[src/sv/lrt_pkg.sv]
// shared constants and types for the lru recency tracker
// no dependencies; used by the interfaces, the cell and the top level
`default_nettype none

package lrt_pkg;

	localparam int ID_W            = 8;
	localparam int CAP_W           = 3;
	localparam int MAX_ENTRIES_DEF = 4;
	localparam int ID_BITS_DEF     = 8;
	localparam logic [CAP_W-1:0] CAP_RESET = 3'd4;

	// per-request control broadcast along the cell row
	typedef struct packed {
		logic load;
		logic hit;
		logic evict;
	} cell_ctl_t;

endpackage

`default_nettype wire

[src/sv/lrt_ifs.sv]
// valid/ready channel interfaces: request, response and capacity write
// depends on lrt_pkg for field widths
`default_nettype none

interface lrt_req_if;
	logic                      valid;
	logic                      ready;
	logic [lrt_pkg::ID_W-1:0]  item_id;
	modport source (output valid, output item_id, input ready);
	modport sink   (input valid, input item_id, output ready);
endinterface

interface lrt_rsp_if;
	logic                      valid;
	logic                      ready;
	logic                      hit;
	logic                      evicted;
	logic [lrt_pkg::ID_W-1:0]  evicted_id;
	modport source (output valid, output hit, output evicted, output evicted_id, input ready);
	modport sink   (input valid, input hit, input evicted, input evicted_id, output ready);
endinterface

interface lrt_cfg_if;
	logic                      valid;
	logic                      ready;
	logic [lrt_pkg::CAP_W-1:0] capacity;
	modport source (output valid, output capacity, input ready);
	modport sink   (input valid, input capacity, output ready);
endinterface

`default_nettype wire

[src/sv/lru_recency_tracker_core.sv]
// top level of the lru recency tracker: cell row, occupancy, capacity register, response register
// depends on lrt_pkg, lrt_ifs and lrt_cell
`default_nettype none

// Least-recently-used tracker over MAX_ENTRIES ids. Each request references one id; the
// response reports whether it was tracked and which id, if any, was evicted. One request
// is taken per cycle: the compare against every occupied slot is combinational, the shift
// of the cell row toward the old end is registered, and the response sits in an output
// register the cycle after acceptance. A new request is taken whenever that register is
// empty or being drained. Capacity writes are always taken and must only arrive when idle.
module lru_recency_tracker_core #(
	parameter int MAX_ENTRIES = lrt_pkg::MAX_ENTRIES_DEF,
	parameter int ID_BITS     = lrt_pkg::ID_BITS_DEF
) (
	input wire logic  clk,
	input wire logic  arst_n,
	lrt_req_if.sink   req,
	lrt_rsp_if.source rsp,
	lrt_cfg_if.sink   cfg
);

	localparam int OW = $clog2(MAX_ENTRIES + 1);
	localparam int EW = (OW > lrt_pkg::CAP_W) ? OW : lrt_pkg::CAP_W;

	logic [lrt_pkg::CAP_W-1:0] cap_q;
	logic [OW-1:0]             occ_q;
	logic                      rsp_valid_q;
	logic                      hit_q;
	logic                      evicted_q;
	logic [lrt_pkg::ID_W-1:0]  evicted_id_q;

	logic [EW-1:0]            cap_eff;
	logic                     accept;
	logic                     hit;
	logic                     evict;
	logic [ID_BITS-1:0]       req_id;
	logic [ID_BITS-1:0]       ev_id;
	lrt_pkg::cell_ctl_t       ctl;

	logic [MAX_ENTRIES-1:0]   cell_valid;
	logic [MAX_ENTRIES-1:0]   match_chain;
	logic [ID_BITS-1:0]       slots [MAX_ENTRIES];

	assign req_id    = ID_BITS'(req.item_id);
	assign req.ready = !rsp_valid_q || rsp.ready;
	assign accept    = req.valid && req.ready;
	assign cfg.ready = 1'b1;

	// capacity zero acts as one, large values clip to the row length
	always_comb begin
		cap_eff = EW'(cap_q);
		if (cap_q == '0) begin
			cap_eff = EW'(1);
		end
		if (cap_eff > EW'(MAX_ENTRIES)) begin
			cap_eff = EW'(MAX_ENTRIES);
		end
	end

	assign hit   = match_chain[MAX_ENTRIES-1];
	assign evict = !hit && (EW'(occ_q) >= cap_eff);

	assign ctl.load  = accept;
	assign ctl.hit   = hit;
	assign ctl.evict = evict;

	genvar gi;
	generate
		for (gi = 0; gi < MAX_ENTRIES; gi++) begin : g_cell
			assign cell_valid[gi] = (occ_q > OW'(gi));
			if (gi == 0) begin : g_head
				lrt_cell #(.ID_BITS(ID_BITS)) u_cell (
					.clk        (clk),
					.ctl        (ctl),
					.req_id     (req_id),
					.prev_id    (req_id),
					.prev_valid (1'b1),
					.valid      (cell_valid[gi]),
					.match_in   (1'b0),
					.slot       (slots[gi]),
					.match_out  (match_chain[gi])
				);
			end else begin : g_body
				lrt_cell #(.ID_BITS(ID_BITS)) u_cell (
					.clk        (clk),
					.ctl        (ctl),
					.req_id     (req_id),
					.prev_id    (slots[gi-1]),
					.prev_valid (cell_valid[gi-1]),
					.valid      (cell_valid[gi]),
					.match_in   (match_chain[gi-1]),
					.slot       (slots[gi]),
					.match_out  (match_chain[gi])
				);
			end
		end
	endgenerate

	// oldest occupied slot
	always_comb begin
		ev_id = '0;
		for (int i = 0; i < MAX_ENTRIES; i++) begin
			if (occ_q == OW'(i + 1)) begin
				ev_id = slots[i];
			end
		end
	end

	always_ff @(posedge clk or negedge arst_n) begin
		if (!arst_n) begin
			cap_q       <= lrt_pkg::CAP_RESET;
			occ_q       <= '0;
			rsp_valid_q <= 1'b0;
		end else begin
			if (cfg.valid) begin
				cap_q <= cfg.capacity;
			end
			if (accept && !hit && !evict) begin
				occ_q <= occ_q + OW'(1);
			end
			if (accept) begin
				rsp_valid_q <= 1'b1;
			end else if (rsp.ready) begin
				rsp_valid_q <= 1'b0;
			end
		end
	end

	always_ff @(posedge clk) begin
		if (accept) begin
			hit_q        <= hit;
			evicted_q    <= evict;
			evicted_id_q <= evict ? lrt_pkg::ID_W'(ev_id) : '0;
		end
	end

	assign rsp.valid      = rsp_valid_q;
	assign rsp.hit        = hit_q;
	assign rsp.evicted    = evicted_q;
	assign rsp.evicted_id = evicted_id_q;

endmodule

`default_nettype wire

[src/sv/lrt_cell.sv]
// one slot of the recency row: holds an id, compares it, takes its neighbour's id on a shift
// depends on lrt_pkg
`default_nettype none

module lrt_cell #(
	parameter int ID_BITS = lrt_pkg::ID_BITS_DEF
) (
	input  wire logic               clk,
	input  wire lrt_pkg::cell_ctl_t ctl,
	input  wire logic [ID_BITS-1:0] req_id,
	input  wire logic [ID_BITS-1:0] prev_id,
	input  wire logic               prev_valid,
	input  wire logic               valid,
	input  wire logic               match_in,
	output logic      [ID_BITS-1:0] slot,
	output logic                    match_out
);

	logic [ID_BITS-1:0] slot_q;
	logic               shift;

	always_comb begin
		if (ctl.hit) begin
			shift = !match_in;
		end else if (ctl.evict) begin
			shift = valid;
		end else begin
			shift = valid || prev_valid;
		end
	end

	always_ff @(posedge clk) begin
		if (ctl.load && shift) begin
			slot_q <= prev_id;
		end
	end

	assign slot      = slot_q;
	assign match_out = match_in || (valid && (slot_q == req_id));

endmodule

`default_nettype wire

[src/flat_wrapper.sv]
// flat-port wrapper written by rule: the top's interface ports become plain ports
module lru_recency_tracker_core_flat 
#(
	parameter int MAX_ENTRIES = lrt_pkg::MAX_ENTRIES_DEF,
	parameter int ID_BITS     = lrt_pkg::ID_BITS_DEF
)
  (clk, arst_n, req_valid, req_item_id, req_ready, rsp_valid, rsp_hit, rsp_evicted, rsp_evicted_id, rsp_ready, cfg_valid, cfg_capacity, cfg_ready);
  lrt_req_if req_i ();
  lrt_rsp_if rsp_i ();
  lrt_cfg_if cfg_i ();
  input wire logic clk;
  input wire logic arst_n;
  input wire logic [$bits(req_i.valid)-1:0] req_valid;
  input wire logic [$bits(req_i.item_id)-1:0] req_item_id;
  output wire logic [$bits(req_i.ready)-1:0] req_ready;
  output wire logic [$bits(rsp_i.valid)-1:0] rsp_valid;
  output wire logic [$bits(rsp_i.hit)-1:0] rsp_hit;
  output wire logic [$bits(rsp_i.evicted)-1:0] rsp_evicted;
  output wire logic [$bits(rsp_i.evicted_id)-1:0] rsp_evicted_id;
  input wire logic [$bits(rsp_i.ready)-1:0] rsp_ready;
  input wire logic [$bits(cfg_i.valid)-1:0] cfg_valid;
  input wire logic [$bits(cfg_i.capacity)-1:0] cfg_capacity;
  output wire logic [$bits(cfg_i.ready)-1:0] cfg_ready;
  assign req_i.valid = req_valid;
  assign req_i.item_id = req_item_id;
  assign req_ready = req_i.ready;
  assign rsp_valid = rsp_i.valid;
  assign rsp_hit = rsp_i.hit;
  assign rsp_evicted = rsp_i.evicted;
  assign rsp_evicted_id = rsp_i.evicted_id;
  assign rsp_i.ready = rsp_ready;
  assign cfg_i.valid = cfg_valid;
  assign cfg_i.capacity = cfg_capacity;
  assign cfg_ready = cfg_i.ready;
  lru_recency_tracker_core #(.MAX_ENTRIES(MAX_ENTRIES), .ID_BITS(ID_BITS)) u_core (.clk(clk), .arst_n(arst_n), .req(req_i), .rsp(rsp_i), .cfg(cfg_i));
endmodule
[config.mk]
export PLATFORM = sky130hd
export DESIGN_NAME = lru_recency_tracker_core_flat
export DESIGN_NICKNAME = d
export VERILOG_FILES = /design/src/sv/lrt_pkg.sv /design/src/sv/lrt_ifs.sv /design/src/sv/lru_recency_tracker_core.sv /design/src/sv/lrt_cell.sv /design/src/flat_wrapper.sv
export SDC_FILE = /design/constraint.sdc
export NUM_CORES = 1
export LEC_CHECK = 0
export BUFFER_PORTS_ARGS = -buffer_cell sky130_fd_sc_hd__buf_2
export CELL_PAD_IN_SITES_DETAIL_PLACEMENT = 0
export CELL_PAD_IN_SITES_GLOBAL_PLACEMENT = 2
export CORE_MARGIN = 5
export CORE_UTILIZATION = 35
export CTS_CLUSTER_DIAMETER = 60
export DETAILED_ROUTE_END_ITERATION = 7
export PLACE_DENSITY = 0.79
export SETUP_SLACK_MARGIN = 0.3
export SKIP_CTS_REPAIR_TIMING = 1
export SYNTH_ARGS = -nofsm -noshare
export SYNTH_HDL_FRONTEND = slang
export SYNTH_HIERARCHICAL = 1
export SYNTH_SLANG_ARGS = --single-unit
[constraint.sdc]
create_clock -name clk -period 3.75 [get_ports clk]
set_input_delay 0.5625 -clock clk [delete_from_list [all_inputs] [get_ports clk]]
set_output_delay 0.5625 -clock clk [all_outputs]
set_load 0.02 [all_outputs]
== Word-level counts from Yosys, hierarchy flattened ==
Cells that the tools add are included.

* Bits of input ports: 16
* Output and inout port bits: 13
* Bits in registers: 49
* Word-level logic and storage cells: 68

* Equality and inequality tests: 8
* Multiplexer cells: 16
* Add/subtract/negate cells: 1
* Magnitude comparators: 6
* Reductions and logical operators: 27

{| class="wikitable"
|+ Operator list
! operator !! count
|-
| $eq A8 B8 Y1 || 4
|-
| $mux W8 || 4
|-
| $logic_and A1 B1 Y1 || 12
|-
| $mux W1 || 10
|-
| $logic_or A1 B1 Y1 || 7
|-
| $eq A3 B2 Y1 const B || 2
|-
| $gt A3 B1 Y1 const B || 2
|-
| $gt A3 B2 Y1 const B || 2
|-
| $logic_not A1 Y1 || 6
|-
| $mux W3 || 2
|-
| $add A3 B1 Y3 const B || 1
|-
| $eq A3 B1 Y1 const B || 1
|-
| $eq A3 B3 Y1 const B || 1
|-
| $ge A3 B3 Y1 || 1
|-
| $gt A3 B3 Y1 const B || 1
|-
| $logic_not A3 Y1 || 1
|-
| $reduce_bool A2 Y1 || 1
|}

== Logic depth before layout (Yosys ltp) ==
Gate-level depths: netlist of run 1.

* Word-level depth: 10
* Depth in mapped cells: 12
* Mapped depth without buffers: 11

== Cells and area by module ==
Netlist of run 1, hierarchy kept.

{| class="wikitable"
|+ Modules (own cells, without submodules)
! module !! instances !! seq. area each (µm²) !! cells an instance !! area each (µm²)
|-
| lrt_cell || 4 || 240.2 || 22 || 351.6
|-
| lru_recency_tracker_core || 1 || 476.7 || 115 || 1161.1
|}

== Worst setup path before layout of run 1 ==
Ideal clock, no wire load.

* Kind: reg-to-reg
* From: register u_core.occ_q[1]
* To: register u_core.g_cell[1].g_body.u_cell.slot_q[0], enable pin
* Data required time: 3466 ps
* Path slack: 789 ps
* Clock period less this slack: 2961 ps
* Cell stages (with the launch flop): 13
* Path buffers: 2
* Arrival time: 2677 ps
* Library setup time: 284 ps
* Cells stage by stage: dfrtp_1 > inv_1 > ha_1 > clkbuf_1 > o21ai_0 > a41o_1 > a41o_1 > a41o_1 > nand2b_1 > buf_2 > inv_1 > nor2b_1 > o311a_1

* Word-level cells in the longest chain between the ends: 10
* Elaborated cells on any way between the ends: 19
* Classes of those cells: order compare: 5; mux: 2; reduce/logical: 12

{| class="wikitable"
|+ RTL lines
! element !! line !! text
|-
| start: declaration || lru_recency_tracker_core.sv:26 || <nowiki>logic [OW-1:0] occ_q;</nowiki>
|-
| start signal: assignment || lru_recency_tracker_core.sv:119 || <nowiki>occ_q <= occ_q + OW'(1);</nowiki>
|-
| $gt A3 B1 Y1 || lru_recency_tracker_core.sv:70 || <nowiki>assign cell_valid[gi] = (occ_q > OW'(gi));</nowiki>
|-
| named net u_core.cell_valid[1] || lru_recency_tracker_core.sv:40 || <nowiki>logic [MAX_ENTRIES-1:0] cell_valid;</nowiki>
|-
| $logic_and A1 B1 Y1 || lrt_cell.sv:39 || <nowiki>assign match_out = match_in || (valid && (slot_q == req_id));</nowiki>
|-
| $logic_or A1 B1 Y1 || lrt_cell.sv:39 ||
|-
| named net u_core.match_chain[1] || lru_recency_tracker_core.sv:41 || <nowiki>logic [MAX_ENTRIES-1:0] match_chain;</nowiki>
|-
| $logic_or A1 B1 Y1 || lrt_cell.sv:39 ||
|-
| named net u_core.match_chain[2] || lru_recency_tracker_core.sv:41 ||
|-
| $logic_or A1 B1 Y1 || lrt_cell.sv:39 ||
|-
| named net u_core.hit || lru_recency_tracker_core.sv:34 || <nowiki>logic hit;</nowiki>
|-
| $logic_not A1 Y1 || lru_recency_tracker_core.sv:61 || <nowiki>assign evict = !hit && (EW'(occ_q) >= cap_eff);</nowiki>
|-
| $logic_and A1 B1 Y1 || lru_recency_tracker_core.sv:61 ||
|-
| named net u_core.evict || lru_recency_tracker_core.sv:35 || <nowiki>logic evict;</nowiki>
|-
| $mux W1 || lrt_cell.sv:25 || <nowiki>end else if (ctl.evict) begin</nowiki>
|-
| $mux W1 || lrt_cell.sv:23 || <nowiki>if (ctl.hit) begin</nowiki>
|-
| $logic_and A1 B1 Y1 || lrt_cell.sv:33 || <nowiki>if (ctl.load && shift) begin</nowiki>
|-
| end signal: assignment || lrt_cell.sv:34 || <nowiki>slot_q <= prev_id;</nowiki>
|-
| end: declaration || lrt_cell.sv:19 || <nowiki>logic [ID_BITS-1:0] slot_q;</nowiki>
|}

The timed path passes the listed nets, and every way through them passes these cells.
A chain may end at the register's enable or synchronous reset.

== Worst setup path after layout of run 1 ==
* From: register u_core.occ_q[1]
* To: register u_core.g_cell[0].g_head.u_cell.slot_q[0], enable pin

* Word-level cells in the longest chain between the ends: 10
* Elaborated cells on any way between the ends: 17
* Classes of those cells: order compare: 5; mux: 2; reduce/logical: 10

{| class="wikitable"
|+ RTL lines
! element !! line
|-
| $gt A3 B1 Y1 || lru_recency_tracker_core.sv:70
|-
| named net u_core.cell_valid[1] || lru_recency_tracker_core.sv:40
|-
| $logic_and A1 B1 Y1 || lrt_cell.sv:39
|-
| $logic_or A1 B1 Y1 || lrt_cell.sv:39
|-
| named net u_core.match_chain[1] || lru_recency_tracker_core.sv:41
|-
| $logic_or A1 B1 Y1 || lrt_cell.sv:39
|-
| named net u_core.match_chain[2] || lru_recency_tracker_core.sv:41
|-
| $logic_or A1 B1 Y1 || lrt_cell.sv:39
|-
| named net u_core.hit || lru_recency_tracker_core.sv:34
|-
| $logic_not A1 Y1 || lru_recency_tracker_core.sv:61
|-
| $logic_and A1 B1 Y1 || lru_recency_tracker_core.sv:61
|-
| named net u_core.evict || lru_recency_tracker_core.sv:35
|-
| $mux W1 || lrt_cell.sv:25
|-
| $mux W1 || lrt_cell.sv:23
|-
| $logic_and A1 B1 Y1 || lrt_cell.sv:33
|-
| end signal: assignment || lrt_cell.sv:34
|-
| end: declaration || lrt_cell.sv:19
|}

The timed path passes the listed nets, and every way through them passes these cells.

==> impl_metrics.ini, run 1 <==
[routing]
vias_per_cell = 4.69
drt_first_pass_iters = 4
dr.first_iter.drc_count = 88
ant_nets = 0
routedWlPerCell_um = 14.9
via_count = 1567
remaining_drc_errors = 0
drt_wl_total_mm = 4.98

[synth]
synth_cell_types = 32
ys_ff_latch = 49
syn_inst = 203
postSynthAreaPerCell_um2 = 12.6
ys_warn_count = 6
synthesis.area_mm2 = 0.00257
yosysSeqAreaShare_pct = 56.0

[critical_path]
critPathSlowestCell = dfrtp_1
path_max_fanout = 11
cpMostUsedCell = a41o_1
reg2reg_depth = 10
slowest_delay_ps = 470
crit_arrival_ps = 3180
criticalPathCategory = reg -> reg
startpoint_type = flop
crit_chain = inv_1 > ha_1 > o21ai_0 > a41o_1 > a41o_1 > a41o_1 > nand2b_1 > inv_1 > nor2b_1 > o311a_1
required_ps = 3750
end_kind = flop

[clock_network]
path_clk_slew_ps = 90
cts_buffers = 5
cts_sinks = 49
worstSkewPairLatency_ps = 300
cts_buffer_depth = 2
cts-root-buf = clkbuf_8
h-tree-depth = 2
cts_tree = yes

[floorplanning]
dieHeight_um = 95.7
rows = 31
fp.dieW_um = 95.7
dieArea_mm2 = 0.00915
initial_core_util_pct = 35.6
core-area_mm2 = 0.00721
io_pins = 29

[timing]
tightest_slew_ps = 637
period_minus_slack_ps = 3180
slew_headroom_pct = 57.4
setup-violations-final = 0
fin_ws_ps = 573
finalCritPeriodShare_pct = 84.7
fmax_ghz = 0.315
finalClockSkew_ps = 9.28
fin_hold_ws_ps = 81.6
finalHoldViolations = 0
rsz0062_at_grt = no
finalMaxSlewViolations = 0
fin_setup_tns_ps = 0

[power]
finalPower_uw = 1560
ir_drop_mv = 0.179
power_density_mw_per_mm2 = 540
p_leak_uw = 0.00107

[cells_and_area]
layout-drive-gt1-share_pct = 24.3
layout_commonest_cell = edfxtp_1
n_fill_cell = 723
syn2layout_area_growth_pct = 12.4
antenna_cells = 0
num-nets-final = 258
final_cell_mix = edfxtp_1 (42), xor2_1 (28), buf_2 (27)

[global_route]
grt_antenna_before_repair = 0
grt_overflow_total = 0
grt_max_degree = 18
grtUsageTotal_pct = 11.7
first_global_vias = 1554
grt_pass1_wl_mm = 8.05

[min_path]
hold_class = in -> async

[placement]
portBuffers = 27
place_hpwl_mm = 3.89
gp_congestion = 0.778
dp_slack_ps = 515

[flow_run]
max_cap_violations = 0

[run_status]
status = finished, final reports clean
## cells by family after synthesis
group | Yosys count | synth area share [%]
AO/OA/AOI/OAI | 40 | 12.9
XOR/XNOR | 33 | 11.3
adder cells (fa/ha/maj) | 8 | 3.90
buffers and inverters | 13 | 2.78
flip-flops | 49 | 56.0
multiplexers | 3 | 1.27
other | 2 | 0.293
AND/OR/NAND/NOR | 55 | 11.6
## stage by stage
stage               utilization, %  std cells  area [µm²]
floorplan                        -        205        2570
global placement              38.8        326        2800
detailed placement            38.8        326        2800
CTS                           40.0        334        2890
global route                  40.0        334        2890
finish                        40.0        334        2890
## flip-flops by register name (all words and copies together), names as in the netlist
signal	count
u_core/cap_q	3
u_core/g_cell.g_body.u_cell/slot	24
u_core/rsp.valid	1
u_core/occ_q	3
u_core/rsp.hit	1
u_core/rsp.evicted	1
u_core/g_cell.g_head.u_cell/slot	8
u_core/rsp.evicted_id	8
## where the power goes
group | total (µW) | switching, µW | internal [µW]
clock network | 299 | 170 | 129
registers | 725 | 52.7 | 673
logic | 535 | 340 | 195
## routing by layer
metal / track usage (%) / share of wire, % / vias up / routed length (µm)
li1: - / - / 790 / -
met1: 17.1 / 50 / 734 / 2480
met2: 17.1 / 45 / 38 / 2240
met3: 2.45 / 4.0 / 5 / 200
met4: 3.91 / 1.1 / 0 / 57
met5: 0 / 0 / - / 0
## critical path: cells and delay by family, from the launching register on
kind                     cells  cell delay [ps]
AND/OR/NAND/NOR              2              280
buffers and inverters        2              290
flip-flops                   1              470
AO/OA/AOI/OAI                5             1500
adder cells (fa/ha/maj)      1              360
## final cells by class
cell class                      instances  area [µm²]  share of cell area, %
Timing Repair Buffer                   29         150                   5.20
Multi-Input combinational cell        143        1070                   36.9
Tap cell                               99         124                   4.29
Sequential cell                        49        1440                   49.8
Inverter                                6        22.5                  0.780
Clock inverter                          3        17.5                  0.607
Clock buffer                            5        68.8                   2.38
## Yosys cell counts
cell type	n	area share [%]
edfxtp_1	42	49
xor2_1	28	9.6
nand2_1	18	2.6
a21oi_1	11	2.1
nor2_1	10	1.5
a211oi_2	8	3.9
a21oi_2	8	2.7
ha_1	8	3.9
nand3b_1	8	2.3
dfrtp_1	6	5.8
inv_1	6	0.88
nor2b_1	5	1.2
xnor2_1	5	1.7
a41o_1	4	1.6
nor3_1	4	0.78
nor4_1	4	0.97
o21ai_0	4	0.78
o311a_1	4	1.6
buf_2	3	0.58
buf_6	2	0.88
conb_1	2	0.29
mux2_2	2	0.88
nand2b_1	2	0.49
and2_1	1	0.24
buf_4	1	0.29
clkbuf_1	1	0.15
dfstp_2	1	1.0
mux2i_1	1	0.39
nand2b_4	1	0.54
nor3b_4	1	0.73
o21ai_1	1	0.19
or2_1	1	0.24
## worst paths after layout
| path | from | to | slack, ps |
|---|---|---|---|
| min | arst_n | u_core/cap_q[0] | 80 |
| max in group asynchronous | arst_n | u_core/cap_q[2] | 3440 |
| min reg2reg | u_core/g_cell[1].g_body.u_cell/slot[1] | u_core/g_cell[2].g_body.u_cell/slot[1] | 500 |
| min in group clk | req_valid | u_core/rsp.valid | 460 |
| max | u_core/occ_q[1] | u_core/g_cell[0].g_head.u_cell/slot[0] | 570 |
| max reg2reg | u_core/occ_q[1] | u_core/g_cell[0].g_head.u_cell/slot[0] | 570 |
Note: power is estimated with default switching activity, not from simulation.
==> run 2: changes to the inputs <==
PLACE_DENSITY = 0.82   (was 0.79)
clock period = 2.7 ns   (was 3.75 ns; I/O delays follow)
==> run 2 against run 1 <==
Highest routed layer unchanged. Critical endpoint is now u_core/g_cell[0].g_head.u_cell/slot[4]. Sequential share of layout area decreased by 4.9 points. Critical path type unchanged. Fmax increased by 22%. Register-to-register slack got worse by 470 ps.
==> impl_metrics.ini, run 2 (synthesis results as in run 1) <==
[power]
power.share.clock_pct = 18.2
seq_power_share_pct = 41.1
ir_drop_mv = 0.430
p_leak_uw = 0.00123
netSwitchingFraction_pct = 35.5
p_comb_share_pct = 40.7
power_switching_uw = 851
power_density_mw_per_mm2 = 749
p_int_uw = 1550

[floorplanning]
dieHeight_um = 95.7
io_pins = 29
rows = 31
initial_core_util_pct = 35.6
core-area_mm2 = 0.00721
fp.dieW_um = 95.7
dieArea_mm2 = 0.00915

[routing]
vias_per_cell = 4.61
ant_nets = 0
drt_first_pass_iters = 4
dr.first_iter.drc_count = 71
remaining_drc_errors = 0
routedWlPerCell_um = 14.5
via_count = 1669
drt_wl_total_mm = 5.25

[flow_run]
max_cap_violations = 0

[timing]
slew_headroom_pct = 53.8
finalMaxSlewViolations = 0
finalClockSkew_ps = 9.67
finalHoldViolations = 0
rsz0062_at_grt = yes
tightest_slew_ps = 691
setup-violations-final = 0
fmax_ghz = 0.384
fin_hold_ws_ps = 304
period_minus_slack_ps = 2600
finalCritPeriodShare_pct = 96.4

[critical_path]
path_max_fanout = 8
r2r-end = u_core/g_cell[0].g_head.u_cell/slot[4]
regToRegSetupSlack_ps = 100
cp_top_family = compound AO/OA/AOI/OAI gates
crit_arrival_ps = 2640
criticalPathCategory = reg -> reg
reg2reg_depth = 11
critPathSlowestCell = o311a_4
crit_path_end = u_core/g_cell[0].g_head.u_cell/slot[4]
cpMostUsedCell = a41o_1
slowest_delay_ps = 410
required_ps = 2740
r2r_start = u_core/occ_q[0]
crit_chain = inv_2 > ha_4 > nand2_4 > a41o_1 > a41o_1 > a41o_1 > a41o_4 > nand2b_4 > inv_4 > nor2b_2 > o311a_4
end_kind = flop
startpoint_type = flop
crit_buf_inv = 2
critical_path_depth = 11
startpoint = u_core/occ_q[0]

[cells_and_area]
multi_input_area_mm2 = 0.00116
syn2layout_area_growth_pct = 24.7
n_fill_cell = 694
antenna_cells = 0
largest_reg_flops = 24
layout_commonest_cell = edfxtp_1
fin_util_pct = 44.4
final_cell_mix = edfxtp_1 (42), buf_4 (29), xor2_1 (28)
seqCellArea_mm2 = 0.00144
layout-drive-gt1-share_pct = 36.9
num-nets-final = 286

[clock_network]
cts_buffers = 5
cts_sinks = 49
cts_tree = yes
worstSkewPairLatency_ps = 300
path_clk_slew_ps = 80
h-tree-depth = 2
cts-root-buf = clkbuf_8
cts_buffer_depth = 2

[run_status]
status = finished, final reports clean

[placement]
gp_congestion = 0.793
place_hpwl_mm = 4.13
portBuffers = 27

[global_route]
grt_overflow_total = 0
first_global_vias = 1549
grt_pass1_wl_mm = 8.20
grt_antenna_before_repair = 0
grtUsageTotal_pct = 12.2
grt_max_degree = 17

[min_path]
hold_class = in -> reg
run 2: cell count changes in the layout (fill, tap and decap cells not counted), moves of 2 or more:
cell,before,now
buf_4,2,29
clkbuf_1,0,2
inv_1,6,3
o311a_4,0,4
inv_2,0,2
o311a_1,4,0
run 2: stage by stage:
step	setup slack (ps)	instance area (µm²)	cells	total power [µW]	setup TNS, ps
after floorplan	46.1	2680	205	1690	0
after global routing	-5.88	3200	362	2560	-29.0
final	98.3	3200	362	2400	0
after global placement	28.5	3010	343	1910	0
after detailed placement	21.0	3010	343	1910	0
after CTS	110	3100	351	2360	0
run 2: area by class of cell:
class,count,share of cell area [%]
flip-flops and latches,49,44.9
inverters,6,0.782
multi-input cells,143,36.3
repair buffers,57,11.3
clock buffers,8,2.81
well taps,99,3.87
run 2: worst min-delay path by stage:
| stage | cells past startpoint | slack, ps | start | to |
|---|---|---|---|---|
| after global routing | 3 | 300 | cfg_capacity[0] | u_core/cap_q[0] |
| after CTS | 1 | -80 | arst_n | u_core/rsp.valid |
| after global placement | 1 | 240 | arst_n | u_core/rsp.valid |
| final | 2 | 300 | req_valid | u_core/rsp.valid |
| after detailed placement | 1 | 250 | arst_n | u_core/rsp.valid |
| after floorplan | 0 | 110 | arst_n | u_core/cap_q[0] |
run 2: worst reg2reg max path: stages (launching register included):
cell      delay [ps]
dfrtp_1          390
inv_2            100
ha_4             150
nand2_4           50
a41o_1           240
a41o_1           220
a41o_1           230
a41o_4           240
nand2b_4         150
inv_4            100
nor2b_2           50
o311a_4          410
run 2: layer usage:
metal	global-route usage [%]	wire, µm
met3	3.24	212
met1	16.7	2510
met5	0	0
met2	19.1	2490
met4	3.20	40
run 2: power groups by stage:
stage	Combinational, µW	Clock [µW]	Sequential [µW]
after global routing	1080	489	995
final	976	436	985
after detailed placement	911	0	1000
after CTS	915	454	987
after global placement	905	0	1000
after floorplan	656	0	1040
==> run 3: changes to the inputs <==
SYNTH_HIERARCHICAL = unset   (was 1)
clock period = 2.1 ns   (was 2.7 ns; I/O delays follow)
==> run 3 against run 2 <==
The run now ends with setup timing left. Sequential cell count unchanged. Combinational power grew 66%. Die area decreased by 3.5%. Largest cell class unchanged.
==> impl_metrics.ini, run 3 <==
[min_path]
hold_class = in -> reg
hold_depth = 2

[cells_and_area]
syn2layout_area_growth_pct = 28.5
largest_reg_flops = 24
fin_util_pct = 46.4
seqCellArea_mm2 = 0.00144
post_layout_nonfiller_instances = 359
multi_input_area_mm2 = 0.00105
layout-drive-gt1-share_pct = 36.5
final_cell_mix = edfxtp_1 (42), buf_4 (30), xor2_1 (29)
layout_commonest_cell = edfxtp_1
num-nets-final = 287
antenna_cells = 0
n_fill_cell = 649

[timing]
rsz0062_at_grt = yes
fin_ws_ps = -107
finalHoldViolations = 0
fin_setup_tns_ps = -1260
finalClockSkew_ps = 9.39
finalCritPeriodShare_pct = 105
fin_hold_ws_ps = 214
setup-violations-final = 26
finalMaxSlewViolations = 0
period_minus_slack_ps = 2210
fmax_ghz = 0.453

[routing]
dr.first_iter.drc_count = 84
via_count = 1669
remaining_drc_errors = 0
drt_first_pass_iters = 4
drt_wl_total_mm = 5.13
routedWlPerCell_um = 14.3
ant_nets = 0
vias_per_cell = 4.65

[placement]
gp_congestion = 0.813
dp.cells = 347
place_hpwl_mm = 4.08
portBuffers = 27

[synth]
async_flop_share_pct = 14.3
synth.top_cell.area_share_pct = 51.1
yosysSeqAreaShare_pct = 58.3
syn_inst = 199
synth_commonest_cells = edfxtp_1 (42), xor2_1 (29), nand2_1 (23), nor2_1 (13), o21ai_0 (13)
yosys_most_used_dff = edfxtp_1
synthesis.area_mm2 = 0.00247
ys_ff_latch = 49
yosysTopAreaCell = edfxtp_1
synth_edf_count = 42
yosys-top-cells-area = edfxtp_1 (51%), xor2_1 (10%), dfrtp_1 (6.1%)
synth.most_common_cell = edfxtp_1
synth_cell_types = 36
synth_nets = 223
ys_warn_count = 0
postSynthAreaPerCell_um2 = 12.4

[floorplanning]
dieArea_mm2 = 0.00883
rows = 30
core-area_mm2 = 0.00683
io_pins = 29
fp.dieW_um = 94.0
initial_core_util_pct = 36.1
dieHeight_um = 94.0

[critical_path]
required_ps = 2100
reg2reg_depth = 8
path_max_fanout = 8
regToRegSetupSlack_ps = -110
startpoint_type = flop
end_kind = flop
crit_arrival_ps = 2210
criticalPathCategory = reg -> reg

[power]
p_comb_share_pct = 45.1
p_leak_uw = 0.00123
power.share.clock_pct = 15.4
power_switching_uw = 1320
seq_power_share_pct = 39.5
p_int_uw = 2270
netSwitchingFraction_pct = 36.8
ir_drop_mv = 0.376
power_density_mw_per_mm2 = 1130

[run_status]
violations = setup timing
status = finished, violations left

[clock_network]
worstSkewPairLatency_ps = 310
cts_sinks = 49
h-tree-depth = 2
path_clk_slew_ps = 90
cts-root-buf = clkbuf_8
cts_tree = yes
cts_buffer_depth = 2
cts_buffers = 5

[global_route]
grt_overflow_total = 0
grtUsageTotal_pct = 12.5
grt_max_degree = 17
first_global_vias = 1708
grt_pass1_wl_mm = 8.54
grt_antenna_before_repair = 0

[flow_run]
max_cap_violations = 0
## run 3: changes by cell type in the layout (fill, tap and decap cells not counted), moves of 3 or more
cell      change
a21oi_1      -10
a21oi_2       -7
a22oi_1       +8
a41o_1        -3
buf_6         +4
conb_1        -3
nand2_1       +6
nand3b_1      -8
nor2b_1       -4
o21ai_0       +7
o311a_4       -4
## run 3: power by group through the flow
stage / Combinational, µW / Sequential (µW) / Clock [µW]
6_report: 1620 / 1420 / 552
5_1_grt: 1790 / 1450 / 605
4_1_cts: 1500 / 1420 / 564
3_5_place_dp: 1490 / 1440 / 0
3_3_place_gp: 1470 / 1430 / 0
2_1_floorplan: 884 / 1510 / 0
## run 3: path summary, 6_finish.rpt
kind / from / to
max: u_core.cap_q[2] / u_core.g_cell[3].g_body.u_cell.slot[3]
min: req_valid / u_core.rsp.valid
max reg2reg: u_core.cap_q[2] / u_core.g_cell[3].g_body.u_cell.slot[3]
min reg2reg: u_core.g_cell[0].g_head.u_cell.slot[7] / u_core.g_cell[1].g_body.u_cell.slot[7]
max in group asynchronous: arst_n / u_core.cap_q[2]
min in group asynchronous: arst_n / u_core.cap_q[0]
## run 3: layout make-up
class	count	area share (%)
Clock buffer	5	2.17
Clock inverter	2	0.513
Inverter	6	0.789
Multi-Input combinational cell	137	33.0
Sequential cell	49	45.3
Tap cell	96	3.79
Timing Repair Buffer	64	14.4
## run 3: logic make-up (layout without fill, tap and decap cells)
kind of cell	count (synthesis)	after routing	synth area share, %
and+or+nand+nor	55	55	10.6
DFF	49	49	58.3
AOI/OAI and AO/OA	37	37	11.3
xor gates and xnor gates	33	33	11.7
buffers and inverters	13	77	2.54
adders and majority gates	8	8	4.06
muxes	3	3	1.32
other	1	1	0.152
## run 3: metal layers
metal  wire [µm]  global-route usage, %  vias up  part of all wire [%]
li1            -                      -      846                     -
met1        2510                   17.5      790                    49
met2        2390                   19.5       28                    47
met3         170                   2.64        5                   3.3
met4          55                   3.97        0                   1.1
met5           0                      0        -                     0
## run 3: through the flow
stage,instance area (µm²),setup slack (ps),total power [µW]
detailed placement,2980,-161,2930
global route,3170,-166,3840
floorplan,2510,-84.2,2400
global placement,2980,-144,2900
CTS,3070,-188,3490
finish,3170,-107,3590
## run 3: critical path, stage by stage (launching register included)
cell	delay, ps
dfstp_2	550
a21oi_2	30
ha_1	270
nand2b_4	140
a21o_1	170
a21oi_4	210
o21ai_1	90
o21ai_1	80
and4b_2	360
